--- config.mk ---
export PLATFORM = sky130hd
export DESIGN_NAME = c2s_cordic
export DESIGN_NICKNAME = d
export VERILOG_FILES = /design/src/rtl/core/c2s_pkg.sv /design/src/rtl/core/c2s_cordic.sv
export SDC_FILE = /design/constraint.sdc
export NUM_CORES = 2
export LEC_CHECK = 0
export BUFFER_PORTS_ARGS = -buffer_cell sky130_fd_sc_hd__buf_2
export CAP_MARGIN = 10
export CORE_MARGIN = 3
export CORE_UTILIZATION = 40
export DETAILED_ROUTE_END_ITERATION = 10
export REMOVE_ABC_BUFFERS = 1
export SLEW_MARGIN = 20
export SYNTH_ARGS = -nofsm -noshare
export SYNTH_HDL_FRONTEND = slang
export SYNTH_SLANG_ARGS = --single-unit
--- constraint.sdc ---
create_clock -name clk_i -period 5.9 [get_ports clk_i]
set_clock_uncertainty 0.05 [all_clocks]
set_input_delay 0.295 -clock clk_i [delete_from_list [all_inputs] [get_ports clk_i]]
set_output_delay 0.295 -clock clk_i [all_outputs]
set_load 0.05 [all_outputs]
--- src/rtl/core/c2s_pkg.sv ---
package c2s_pkg;

  // Field widths of the coordinate and angle words.
  localparam int COORD_WIDTH   = 16;
  localparam int ANGLE_WIDTH   = 16;
  localparam int CORDIC_STAGES = 16;

  // Fraction bits carried by scaled coordinates and by the horizontal length.
  localparam int H_FRAC = 32 - COORD_WIDTH;

  // Square root datapath: radicand word, root bits and partial remainder.
  localparam int SQ_IN_W = 2 * COORD_WIDTH;
  localparam int RT_W    = COORD_WIDTH + H_FRAC;
  localparam int REM_W   = RT_W + 2;

  // CORDIC vector word: a root-sized magnitude, the gain and a sign bit.
  localparam int CORDIC_W = RT_W + 3;

  // Internal angle word in which 2^31 stands for pi, with headroom for pi plus the table sum.
  localparam int ANG_INT_W = 34;
  localparam int ANG_SHIFT = 32 - ANGLE_WIDTH;
  localparam int ANG_RND_W = ANG_INT_W - ANG_SHIFT;
  localparam int EL_LIM    = 2 ** (ANGLE_WIDTH - 2);

  localparam int TABLE_LEN = 32;

  // Pipeline stage positions, counted from the input register.
  localparam int ST_SUM  = 2;
  localparam int ST_ROOT = ST_SUM + RT_W;
  localparam int ST_H    = ST_ROOT + 1;
  localparam int CD_LAT  = CORDIC_STAGES + 1;
  localparam int ST_EL   = ST_H + CD_LAT;

  typedef logic signed [COORD_WIDTH-1:0] coord_t;
  typedef logic        [COORD_WIDTH-1:0] radius_t;
  typedef logic signed [ANGLE_WIDTH-1:0] angle_t;
  typedef logic signed [CORDIC_W-1:0]    cvec_t;
  typedef logic signed [ANG_INT_W-1:0]   iang_t;

  localparam iang_t PI_INT = iang_t'(64'd2147483648);

  // atan(2^-i) / pi * 2^31, rounded.
  localparam logic [31:0] ATAN_TAB [TABLE_LEN] = '{
    32'd536870912, 32'd316933406, 32'd167458907, 32'd85004756,
    32'd42667331,  32'd21354465,  32'd10679838,  32'd5340245,
    32'd2670163,   32'd1335087,   32'd667544,    32'd333772,
    32'd166886,    32'd83443,     32'd41722,     32'd20861,
    32'd10430,     32'd5215,      32'd2608,      32'd1304,
    32'd652,       32'd326,       32'd163,       32'd81,
    32'd41,        32'd20,        32'd10,        32'd5,
    32'd3,         32'd1,         32'd1,         32'd0
  };

endpackage

--- src/rtl/core/c2s_cordic.sv ---
module c2s_cordic (
  input  logic           clk_i,
  input  logic           en_i,
  input  c2s_pkg::cvec_t xv_i,
  input  c2s_pkg::cvec_t yv_i,
  output c2s_pkg::iang_t ang_o
);
  import c2s_pkg::*;

  // Entry 0 is the pre-rotation register; entry k+1 follows micro-rotation k.
  cvec_t x_q    [CORDIC_STAGES+1];
  cvec_t y_q    [CORDIC_STAGES+1];
  iang_t a_q    [CORDIC_STAGES+1];
  logic  zero_q [CORDIC_STAGES+1];

  // Fold the left half-plane onto the right one by negating and adding pi.
  always_ff @(posedge clk_i) begin
    if (en_i) begin
      zero_q[0] <= (xv_i == '0) && (yv_i == '0);
      if (xv_i < 0) begin
        x_q[0] <= -xv_i;
        y_q[0] <= -yv_i;
        a_q[0] <= PI_INT;
      end else begin
        x_q[0] <= xv_i;
        y_q[0] <= yv_i;
        a_q[0] <= '0;
      end
    end
  end

  // Vectoring micro-rotations, each with a fixed shift and table entry.
  for (genvar k = 0; k < CORDIC_STAGES; k++) begin : g_rot
    localparam iang_t TAB = iang_t'(ATAN_TAB[k]);
    cvec_t xs;
    cvec_t ys;

    assign xs = x_q[k] >>> k;
    assign ys = y_q[k] >>> k;

    always_ff @(posedge clk_i) begin
      if (en_i) begin
        zero_q[k+1] <= zero_q[k];
        if (y_q[k] >= 0) begin
          x_q[k+1] <= x_q[k] + ys;
          y_q[k+1] <= y_q[k] - xs;
          a_q[k+1] <= a_q[k] + TAB;
        end else begin
          x_q[k+1] <= x_q[k] - ys;
          y_q[k+1] <= y_q[k] + xs;
          a_q[k+1] <= a_q[k] - TAB;
        end
      end
    end
  end

  // A zero vector has angle zero by definition.
  assign ang_o = zero_q[CORDIC_STAGES] ? '0 : a_q[CORDIC_STAGES];

endmodule

== Yosys cells after proc, flatten, opt, wreduce, memory -nomap -nowiden ==
Memories as Yosys holds them, arrays and structs flattened.
Cells that the tools add are included.

* Bits in registers: 0
* Memory bits (writable): 1785
* Bits of input ports: 72
* Output and inout port bits: 34
* Memories: 4

* Add/subtract/negate cells: 97
* $lt $le $gt $ge: 17
* Multiplexer cells: 156
* Bitwise gates (word level): 51
* Reductions and logical operators: 3

{| class="wikitable"
|+ Memory list
! memory !! words !! width !! read ports !! clocked after Yosys merged registers in !! wr ports !! line !! text
|-
| x_q || 17 || 35 || 16 || 0 || 17 || c2s_cordic.sv:11 || <nowiki>cvec_t x_q [CORDIC_STAGES+1];</nowiki>
|-
| y_q || 17 || 35 || 16 || 0 || 17 || c2s_cordic.sv:12 || <nowiki>cvec_t y_q [CORDIC_STAGES+1];</nowiki>
|-
| a_q || 17 || 34 || 17 || 0 || 17 || c2s_cordic.sv:13 || <nowiki>iang_t a_q [CORDIC_STAGES+1];</nowiki>
|-
| zero_q || 17 || 1 || 17 || 0 || 17 || c2s_cordic.sv:14 || <nowiki>logic zero_q [CORDIC_STAGES+1];</nowiki>
|}

{| class="wikitable"
|+ Operators with widths
! operator !! count
|-
| $mux W35 || 34
|-
| $mux W34 || 18
|-
| $ge A35 B1 Y1 const B || 16
|-
| $mux W1 || 104
|-
| $add A35 B20 Y35 || 2
|-
| $add A35 B21 Y35 || 2
|-
| $add A35 B22 Y35 || 2
|-
| $add A35 B23 Y35 || 2
|-
| $add A35 B24 Y35 || 2
|-
| $add A35 B25 Y35 || 2
|-
| $add A35 B26 Y35 || 2
|-
| $add A35 B27 Y35 || 2
|-
| $add A35 B28 Y35 || 2
|-
| $add A35 B29 Y35 || 2
|-
| $add A35 B30 Y35 || 2
|-
| $add A35 B31 Y35 || 2
|-
| $add A35 B32 Y35 || 2
|-
| $add A35 B33 Y35 || 2
|-
| $add A35 B34 Y35 || 2
|-
| $logic_not A35 Y1 || 2
|-
| $neg A35 Y35 || 2
|-
| $sub A35 B20 Y35 || 2
|-
| $sub A35 B21 Y35 || 2
|-
| $sub A35 B22 Y35 || 2
|-
| other kinds (49) || 112
|}

== Logic depth before layout (Yosys ltp) ==
* Depth after elaboration: 5
* Depth in mapped cells: 22

== Worst setup path before layout ==
No wires, ideal clock.

* Path kind: input -> register
* From: input en_i
* To: memory x_q[11][34] (netlist bit) (data pin)
* Setup time: 0.260 ns
* Arrival time: 4.692 ns
* Required time: 5.590 ns
* Slack: 0.898 ns
* Cell stages on the path: 19
* Buffers on the path: 3
* Cell sequence: clkbuf_1 -> clkbuf_1 -> nand2_1 -> inv_2 -> buf_1 -> nor2_1 -> xnor2_1 -> ha_1 -> nor2b_1 -> o31ai_1 -> a211oi_1 -> o31a_1 -> a31o_1 -> a21bo_2 -> a41o_1 -> a221o_1 -> a221oi_1 -> o21bai_1 -> xnor2_1

{| class="wikitable"
|+ RTL lines
! what !! line !! text
|-
| from (decl) || c2s_cordic.sv:3 || <nowiki>input logic en_i,</nowiki>
|-
| to (decl) || c2s_cordic.sv:11 ||
|}

==> summary.txt <==
Layout
  – Multi-input gate area: 83,200 sq um
  – Layout cells sized above 1: 0.0464
  – Net count, final: 15,900
  – Layout area overhead: 10.2%
  – Fin cells: 18,800
  – Fill cell count: 31,700
  – Register Area: 45,800 sq um

Synth
  – Area contributors post-synth: edfxtp_1 35%, ha_1 14%, xnor2_1 8.4%, a21oi_1 5.4%, xor2_1 4.7%
  – Sequential element share of the synthesized area: 0.346
  – Cell count after synthesis: 14,000
  – Post-synth ARST share: 0
  – Primary FF master, synth: edfxtp_1
  – Post-synthesis cell area: 132,000 sq um
  – Yosys top cell by area: edfxtp_1
  – EDFF count, synth: 1,525
  – Synthesized flop and latch total: 1,525
  – Ys Warns: 0
  – Share of the synthesized area in the top cell type: 0.346
  – Synth Area per Inst: 9.45 sq um
  – Synth cell types: 98

Worst hold path
  – Worst hold-check path type: input pin to register
  – HP Start: xv_i[0]

STA
  – Final TNS setup: 0 ns
  – Tmin final: 5.51 ns
  – Least-Margin Pin Slew: 1.04 ns
  – Final Hold Vio Count: 0
  – Hold slack: 0.157 ns
  – Fin crit share: 0.933
  – Fin. max-slew vios: 0
  – Fmax: 182 MHz
  – RSZ-0062 raised after global routing: false
  – Final setup violation count: 0
  – Slew margin rel.: 0.301

Global route
  – GR peak layer: met2
  – Met1 Usage GRT: 0.241
  – All-layer global routing usage: 0.199
  – GR Util met3: 0.0221
  – M2 GR Usage: 0.358
  – Largest net degree at the start of global routing: 165
  – GRT Residual Overflow: 0
  – Global-route wire length before repair: 551,000 um
  – Vias in the first global route: 100,000
  – Initial antenna violation count: 4

Die
  – Die area: 338,000 sq um
  – # rows: 210
  – Die H: 581 um
  – Die width: 581 um
  – # IOs: 106
  – Initial Utilization: 0.403
  – Core area: 328,000 sq um

Placement
  – Port Buffers: 104
  – GPL Wtd Cong: 0.940
  – Dpl cells: 18,300
  – Post-DP HPWL: 277,000 um

Routing
  – Via/cell ratio: 5.56
  – WL final: 348,000 um
  – DR pass1 iterations: 5
  – DR WL/cell: 18.5 um
  – Initial DRC count: 6,798
  – ANT nets after route: 0
  – Vias after detailed routing: 105,000
  – DRC: 0

Critical path
  – Critical Path Sink Type: register
  – Worst EP arrival: 6.04 ns
  – Worst-path maximum fanout: 5
  – Crit path from: x_q[7][9]
  – Crit Path Class: register to register
  – Reg2Reg Launch Point: x_q[7][9]
  – Reg2Reg Setup Slack: 0.39 ns
  – Setup crit start kind: register
  – Worst path required time: 6.44 ns

Flow run
  – Max cap viols: 0

Run status
  – Status: complete, no violations

Clocking
  – CTS clk-pin slew, worst paths: 0.06 ns
  – CTS tree: yes
  – Clk Latency, worst-skew pair: 0.89 ns
  – Post-CTS Setup Repair Bufs: 0
  – CTS Buf Count: 190
  – Post-CTS Resized: 0
  – Clk root buf: clkbuf_16
  – Clock tree buffer depth: 4
  – Sink Count: 1,525
  – Cts hold-fix bufs: 125
  – Max H-tree Level: 4
[synthesized netlist by cell type, types with 211 or more instances]
cell type,n
nand2b_1,233
a21oi_1,1434
xor2_1,705
nor2_1,1001
nand3_1,212
inv_1,613
xnor2_1,1266
nand2_1,833
a21o_1,751
o21ai_0,817
clkbuf_1,250
edfxtp_1,1525
o21a_1,211
ha_1,1475
nor2b_1,242
nor3_1,281
[registers in the layout, summed over array words and instances, names as in the netlist]
register,cells
y_q,525
x_q,511
zero_q,17
a_q,472
[stage by stage]
stage,setup WS (ns),util,area (sq um)
final,0.395,0.444,146000
after global routing,0.0333,0.444,146000
after CTS,0.461,0.444,146000
after detailed placement,0.491,0.421,138000
after global placement,0.549,0.421,138000
after floorplan,0.128,-,131000
[cells in the final DEF (no fill, tap or decap), drive strengths merged, types with 211 or more instances in the layout]
master / instances
edfxtp: 1525
ha: 1475
a21oi: 1434
xnor2: 1266
nor2: 1002
nand2: 834
o21ai: 822
a21o: 751
xor2: 705
inv: 623
nor3: 282
nor2b: 242
buf: 242
clkbuf: 238
nand2b: 233
nand3: 212
o21a: 211
[cell families after synthesis]
kind of cell / after synthesis / synth area share
xor gates and xnor gates: 1971 / 0.130
DFF: 1525 / 0.346
buffers and inverters: 910 / 0.0259
other: 1 / 0.0000283
adders and majority gates: 1515 / 0.145
muxes: 69 / 0.00541
and+or+nand+nor: 3590 / 0.133
AOI/OAI and AO/OA: 4430 / 0.213
[layout make-up]
class                      instances  share of cell area
antenna                            2           0.0000343
clock buffer                     238              0.0348
clock inverter                   111             0.00803
inverter                         629              0.0162
multi-input combinational      11600               0.570
sequential                      1525               0.314
tap                             4346              0.0373
timing repair buffer             367              0.0198
[final timing paths]
path / endpoint / cells past startpoint
hold reg to reg: zero_q[9] / 0
setup reg to reg: y_q[8][31] / 19
hold / removal: x_q[0][0] / 2
setup / recovery: y_q[8][31] / 19
[critical path: stages (launching register included)]
cell and delay [ns]:
edfxtp_1 0.47, or3_1 0.44, or3_1 0.41, nor3_1 0.20, nand3_1 0.18, nor2_1 0.28
a21oi_1 0.13, xor2_1 0.16, ha_1 0.23, a21o_1 0.18, a21o_1 0.19, a2111oi_0 0.54
nand2_1 0.12, o21ai_0 0.39, buf_4 0.20, o21ai_0 0.19, a211o_1 0.30, a21oi_1 0.24
o21ai_0 0.15, xor2_1 0.16
[routing by layer]
layer	vias to the layer above	share of wire
met2	2209	0.49
met5	-	0.00016
met4	6	0.045
met1	48900	0.42
li1	52700	-
met3	688	0.038
Power is not shown: default switching activity piles up to over one toggle a cycle in this logic, so the estimate is an artifact.
