===== src/rtl/core/c2s_pkg.sv =====
package c2s_pkg;

  // Field widths of the coordinate and angle words.
  localparam int COORD_WIDTH   = 16;
  localparam int ANGLE_WIDTH   = 16;
  localparam int CORDIC_STAGES = 16;

  // Fraction bits carried by scaled coordinates and by the horizontal length.
  localparam int H_FRAC = 32 - COORD_WIDTH;

  // Square root datapath: radicand word, root bits and partial remainder.
  localparam int SQ_IN_W = 2 * COORD_WIDTH;
  localparam int RT_W    = COORD_WIDTH + H_FRAC;
  localparam int REM_W   = RT_W + 2;

  // CORDIC vector word: a root-sized magnitude, the gain and a sign bit.
  localparam int CORDIC_W = RT_W + 3;

  // Internal angle word in which 2^31 stands for pi, with headroom for pi plus the table sum.
  localparam int ANG_INT_W = 34;
  localparam int ANG_SHIFT = 32 - ANGLE_WIDTH;
  localparam int ANG_RND_W = ANG_INT_W - ANG_SHIFT;
  localparam int EL_LIM    = 2 ** (ANGLE_WIDTH - 2);

  localparam int TABLE_LEN = 32;

  // Pipeline stage positions, counted from the input register.
  localparam int ST_SUM  = 2;
  localparam int ST_ROOT = ST_SUM + RT_W;
  localparam int ST_H    = ST_ROOT + 1;
  localparam int CD_LAT  = CORDIC_STAGES + 1;
  localparam int ST_EL   = ST_H + CD_LAT;

  typedef logic signed [COORD_WIDTH-1:0] coord_t;
  typedef logic        [COORD_WIDTH-1:0] radius_t;
  typedef logic signed [ANGLE_WIDTH-1:0] angle_t;
  typedef logic signed [CORDIC_W-1:0]    cvec_t;
  typedef logic signed [ANG_INT_W-1:0]   iang_t;

  localparam iang_t PI_INT = iang_t'(64'd2147483648);

  // atan(2^-i) / pi * 2^31, rounded.
  localparam logic [31:0] ATAN_TAB [TABLE_LEN] = '{
    32'd536870912, 32'd316933406, 32'd167458907, 32'd85004756,
    32'd42667331,  32'd21354465,  32'd10679838,  32'd5340245,
    32'd2670163,   32'd1335087,   32'd667544,    32'd333772,
    32'd166886,    32'd83443,     32'd41722,     32'd20861,
    32'd10430,     32'd5215,      32'd2608,      32'd1304,
    32'd652,       32'd326,       32'd163,       32'd81,
    32'd41,        32'd20,        32'd10,        32'd5,
    32'd3,         32'd1,         32'd1,         32'd0
  };

endpackage


===== src/rtl/core/c2s_sqrt.sv =====
module c2s_sqrt (
  input  logic                          clk_i,
  input  logic                          en_i,
  input  logic [c2s_pkg::SQ_IN_W-1:0]   rad_i,
  output logic [c2s_pkg::RT_W-1:0]      root_o,
  output logic [c2s_pkg::REM_W-1:0]     rem_o
);
  import c2s_pkg::*;

  // Restoring square root of rad_i * 2^(2*H_FRAC), one root bit per stage.
  logic [REM_W-1:0]   rem_q  [RT_W];
  logic [RT_W-1:0]    root_q [RT_W];
  logic [SQ_IN_W-1:0] rad_q  [RT_W-1];

  for (genvar k = 0; k < RT_W; k++) begin : g_stage
    logic [REM_W-1:0]   rem_in;
    logic [RT_W-1:0]    root_in;
    logic [SQ_IN_W-1:0] rad_in;
    logic [REM_W+1:0]   rem_x;
    logic [REM_W+1:0]   trial;
    logic [REM_W+1:0]   diff;
    logic               take;

    if (k == 0) begin : g_first
      assign rem_in  = '0;
      assign root_in = '0;
      assign rad_in  = rad_i;
    end else begin : g_next
      assign rem_in  = rem_q[k-1];
      assign root_in = root_q[k-1];
      assign rad_in  = rad_q[k-1];
    end

    // Bring down the next pair of radicand bits and try the next root bit.
    assign rem_x = {rem_in, rad_in[SQ_IN_W-1 -: 2]};
    assign trial = {2'b00, root_in, 2'b01};
    assign diff  = rem_x - trial;
    assign take  = (rem_x >= trial);

    always_ff @(posedge clk_i) begin
      if (en_i) begin
        rem_q[k]  <= take ? diff[REM_W-1:0] : rem_x[REM_W-1:0];
        root_q[k] <= {root_in[RT_W-2:0], take};
      end
    end

    // The radicand shifts up by one pair per stage; the last stage needs none.
    if (k < RT_W - 1) begin : g_rad
      always_ff @(posedge clk_i) begin
        if (en_i) begin
          rad_q[k] <= {rad_in[SQ_IN_W-3:0], 2'b00};
        end
      end
    end
  end

  assign root_o = root_q[RT_W-1];
  assign rem_o  = rem_q[RT_W-1];

endmodule


===== config.mk =====
export PLATFORM = sky130hd
export DESIGN_NAME = c2s_sqrt
export DESIGN_NICKNAME = d
export VERILOG_FILES = /design/src/rtl/core/c2s_pkg.sv /design/src/rtl/core/c2s_sqrt.sv
export SDC_FILE = /design/constraint.sdc
export NUM_CORES = 2
export LEC_CHECK = 0
export BUFFER_PORTS_ARGS = -buffer_cell sky130_fd_sc_hd__buf_2
export CAP_MARGIN = 20
export CORE_ASPECT_RATIO = 0.9
export CORE_UTILIZATION = 50
export DETAILED_ROUTE_END_ITERATION = 16
export PLACE_DENSITY_LB_ADDON = 0.12
export SYNTH_ARGS = -nofsm -noshare
export SYNTH_HDL_FRONTEND = slang
export SYNTH_SLANG_ARGS = --single-unit

===== constraint.sdc =====
create_clock -name clk_i -period 5.15 [get_ports clk_i]
set_input_delay 1.03 -clock clk_i [delete_from_list [all_inputs] [get_ports clk_i]]
set_output_delay 1.03 -clock clk_i [all_outputs]
set_load 0.02 [all_outputs]

### Yosys cells after proc, flatten, opt, wreduce, memory -nomap -nowiden

Memories as Yosys holds them, arrays and structs flattened.
Index checks and enable logic that the tools add are counted.

* flip-flop bits (word level): 0
* bits in latches: 0
* RAM bits: 3042
* memory bits (read-only): 0
* output and inout bits: 66
* logic and storage cells: 101
* memories: 3

Memories
* rem_q: words 32, width 34, read ports 32, clocked after memory_dff 0, wr ports 32, line c2s_sqrt.sv:11 `logic [REM_W-1:0] rem_q [RT_W];`
* root_q: words 32, width 32, read ports 32, clocked after memory_dff 0, wr ports 32, line c2s_sqrt.sv:12 `logic [RT_W-1:0] root_q [RT_W];`
* rad_q: words 31, width 30, read ports 31, clocked after memory_dff 0, wr ports 31, line c2s_sqrt.sv:13 `logic [SQ_IN_W-1:0] rad_q [RT_W-1];`

* $add $sub $neg: 32
* multiply operators: 0
* div/mod/pow operators: 0
* magnitude comparators: 32
* equal/unequal tests: 0
* shift-type cells: 0
* multiplexer cells: 34
* bitwise operators: 0
* reductions and logical operators: 0

Operator list (number)
* greater-or-equal comparator 36 x 34 -> 1 bit: 31
* two-way mux 34 bit: 32
* subtractor 34 bit: 31
* subtractor 2 x 1 -> 3 bit, second input constant: 1
* greater-or-equal comparator 2 x 1 -> 1 bit, second input constant: 1
* two-way mux 1 bit: 2

### Depth between registers and ports, before layout

An unclocked memory read counts as a cell.

* word-level depth: 3
* depth in mapped cells: 15
* depth with buffers taken out: 14

### Worst setup path before layout

Ideal clock, no wire load.

* kind: reg-to-reg
* start point: mem rem_q[1][112] (netlist bit)
* end point: mem rem_q[2][32] (netlist bit), data pin
* library setup time: 0.266 ns
* data arrival time: 3.708 ns
* setup slack: 1.176 ns
* cell stages (with the launch flop): 12
* path through: edfxtp_1 or4_4 or4_4 or4b_4 or3_4 or3_1 or2_4 nor4_4 or3_1 buf_6 nor3_1 xor2_1

RTL lines (line)
* from (decl): c2s_sqrt.sv:11

==> results.sh <==
export IMPL_firstDrtPassIters=5
export IMPL_finalHoldViolCount=0
export IMPL_die_w_um=458
export IMPL_fillerInstances=15500
export IMPL_setup_viol_count_final=0
export IMPL_synth_cell_types=89
export IMPL_worstMarginPinSlew_ns=1.07
export IMPL_power_switching_w=0.0136
export IMPL_postSynthCellCount=8068
export IMPL_peakVddDrop_mv=0.407
export IMPL_post_route_util_pct=55.8
export IMPL_clkTransAtPathRegs_ns=0.06
export IMPL_clock_skew_ns=0.0483
export IMPL_dieArea_um2=189000
export IMPL_ff2ff_setup_slack_ns=0.75
export IMPL_worstPathMaxFanout=12
export IMPL_drc=0
export IMPL_tns_ns=0
export IMPL_yosysTopAreaCell="edfxtp_1"
export IMPL_synth_edf_count=1789
export IMPL_core_area_um2=186000
export IMPL_root_buffer="clkbuf_16"
export IMPL_outcome="complete, no violations"
export IMPL_globalplace_congestion=0.877
export IMPL_area_growth_pct=10.9
export IMPL_cts_htree_levels=4
export IMPL_first_global_vias=58700
export IMPL_grt_ovfl_total=0
export IMPL_final_antenna_net_count=0
export IMPL_power_frac_comb_pct=23.7
export IMPL_relSlewSlack_pct=26.6
export IMPL_cts_buffer_depth=3
export IMPL_dp_hpwl_um=145000
export IMPL_worstSetupPathType="flop to flop"
export IMPL_grt_pass1_wl_um=311000
export IMPL_drt_iter0_drc=4178
export IMPL_ys_warn_count=0
export IMPL_finalMaxSlewViolations=0
export IMPL_numCtsBuffers=189
export IMPL_p_clk_share_pct=30.4
export IMPL_multi_input_area_um2=36600
export IMPL_switching_share_pct=30.3
export IMPL_clk_latency_ns=0.84
export IMPL_grt_max_degree=129
export IMPL_cts_setup_buffers=0
export IMPL_maxCapViolCount=0
export IMPL_max_freq_ghz=0.227
export IMPL_cp_start_kind="flop"
export IMPL_routed_wl_um=196000
export IMPL_grt_antenna_before_repair=8
export IMPL_rsz0062_at_grt="no"
export IMPL_grt_usage_pct=20.6
export IMPL_die_h_um=412
export IMPL_synthesis_nets=8650
export IMPL_p_per_area_nw_per_um2=432
export IMPL_endpoint_kind="flop"
export IMPL_p_seq_share_pct=46.0
export IMPL_synth_area_um2=93500
export IMPL_final_nets=8878
export IMPL_fin_crit_sh_pct=85.4
export IMPL_num_vias=60500
export IMPL_worstHoldPathType="input pin to flop"
export IMPL_routedWlPerCell_um=18.0
export IMPL_avgViaCountPerCell=5.56
export IMPL_cts_sinks=1789
export IMPL_internal_power_w=0.0312
export IMPL_ff_latch_area_um2=53700
export IMPL_fin_crit_ns=4.40
export IMPL_drive_gt1_share_pct=6.91
export IMPL_synth_ff_type="edfxtp_1"
export IMPL_synth_seq_cells=1789
export IMPL_portBuffers=99
export IMPL_synth_seq_area_share_pct=57.5
export IMPL_synth_area_leaders="edfxtp_1 57%, ha_1 7.1%, xor2_1 4.3%, xnor2_1 3.4%, o21ai_0 2.9%"
export IMPL_critPathRequiredTime_ns=5.72
export IMPL_async_reset_ff_share_pct=0
export IMPL_synth_top_area_share_pct=57.5
export IMPL_p_leak_nw=40.3
export IMPL_cts_resized=0
export IMPL_postCtsHoldBufs=0
export IMPL_cp_arrival_ns=4.97
export IMPL_pin_count=100
export IMPL_initial_core_util_pct=50.4
export IMPL_syn_area_per_cell_um2=11.6
export IMPL_cts_tree="yes"
export IMPL_num_rows=150
-- flip-flops by register name, summed over array words and instances (netlist names) --
register and cells:
rad_q 240, rem_q 1021, root_q 528
-- area by class of cell --
| type | instances | share of cell area, % |
|---|---|---|
| antenna | 2 | 0.00483 |
| clock buffer | 229 | 4.71 |
| clock inverter | 121 | 1.30 |
| inverter | 711 | 2.58 |
| multi-input combinational | 5424 | 35.3 |
| sequential | 1789 | 51.8 |
| tap | 2432 | 2.94 |
| timing repair buffer | 181 | 1.29 |
-- per-stage QoR --
step           area [µm²]  hold slack, ns  cells  setup WS [ns]  total power (W)
2_1_floorplan       93500           0.400   8068           1.18           0.0281
3_3_place_gp        97400           0.400  10500          0.756           0.0312
3_5_place_dp        97400           0.405  10500          0.745           0.0314
4_1_cts            104000           0.279  10900          0.733           0.0452
5_1_grt            104000           0.295  10900          0.488           0.0472
6_report           104000           0.355  10900          0.750           0.0447
-- kinds of logic after synthesis --
family | synth area share [%]
AO/OA/AOI/OAI | 11.7
other | 0.00401
flip-flops | 57.5
buffers and inverters | 3.46
multiplexers | 0.762
adder cells (fa/ha/maj) | 7.46
AND/OR/NAND/NOR | 11.5
XOR/XNOR | 7.65
-- cells in the mapped netlist, types with 12 or more instances --
cell       count
a21boi_0      21
o21bai_1      81
ha_1         532
o21ai_0      545
a211oi_1      61
nor2_1       499
nor2b_1       62
o41ai_1       12
and3_1        40
a21o_1       211
o21a_1       107
a21oi_1      458
or3_1         85
nor4_1       120
nand3b_1      15
a211o_1       21
buf_1         12
fa_1          16
edfxtp_1    1789
mux2_2        56
nand3_1      131
inv_1        708
o211ai_1      31
xnor2_1      361
xor2_1       456
nand2_1      687
a2111oi_0     22
nand2b_1      91
nor3_1       245
nor3b_1       17
nand4b_1      12
a31oi_1       37
o31ai_1       59
or2_2         41
and2_1        29
or4_1         54
clkbuf_1     127
nand4_1       52
-- power by group through the flow --
stage	Clock [W]	Combinational, W	Sequential, W
floorplan	0	0.00783	0.0202
CTS	0.0140	0.0106	0.0206
global placement	0	0.0104	0.0209
detailed placement	0	0.0106	0.0209
global route	0.0145	0.0119	0.0208
finish	0.0136	0.0106	0.0206
-- worst paths after layout --
check                           depth (start not counted)          start             to
worst min-delay path                                    1      rad_i[21]   rad_q[0][21]
worst min register to register                          0   root_q[2][0]  root_q[2][33]
worst max register to register                         10  rem_q[1][112]   rem_q[2][32]
worst max-delay path                                   10  rem_q[1][112]   rem_q[2][32]
-- worst max-delay path: stages (launching register included) --
cell	delay, ns
edfxtp_1	0.44
or4_4	0.56
or4_4	0.52
or4b_4	0.54
or3_4	0.37
or3_1	0.38
or2_4	0.27
nor4_4	0.35
or3_1	0.44
nor3_1	0.11
xor2_1	0.16
-- placed cells by master, fill, tap and decap left out, types with 36 or more instances in the layout --
master	count
and3_1	40
nand4_1	52
o31ai_1	59
xor2_1	456
clkbuf_1	40
or2_2	41
nor2_1	498
nand2b_1	91
a21o_1	211
nand3_1	131
mux2_2	56
a211oi_1	61
nor2b_1	62
or4_1	54
buf_2	98
o21a_1	106
nor4_1	117
or3_1	85
xnor2_1	361
o21bai_1	81
nor3_1	245
buf_4	65
inv_1	708
clkinv_1	42
ha_1	532
nand2_1	687
o21ai_0	545
a31oi_1	36
clkbuf_16	189
a21oi_1	454
edfxtp_1	1789
-- per-layer routing --
metal / GRT usage (%) / vias to the layer above / part of all wire, % / wire (µm)
li1: - / 30000 / - / -
met1: 25.8 / 28900 / 43 / 84200
met2: 36.2 / 1267 / 49 / 96900
met3: 3.12 / 402 / 4.1 / 8110
met4: 7.38 / 10 / 3.4 / 6620
met5: 0 / - / 0.034 / 66
Power figures use the tool's default switching activity.
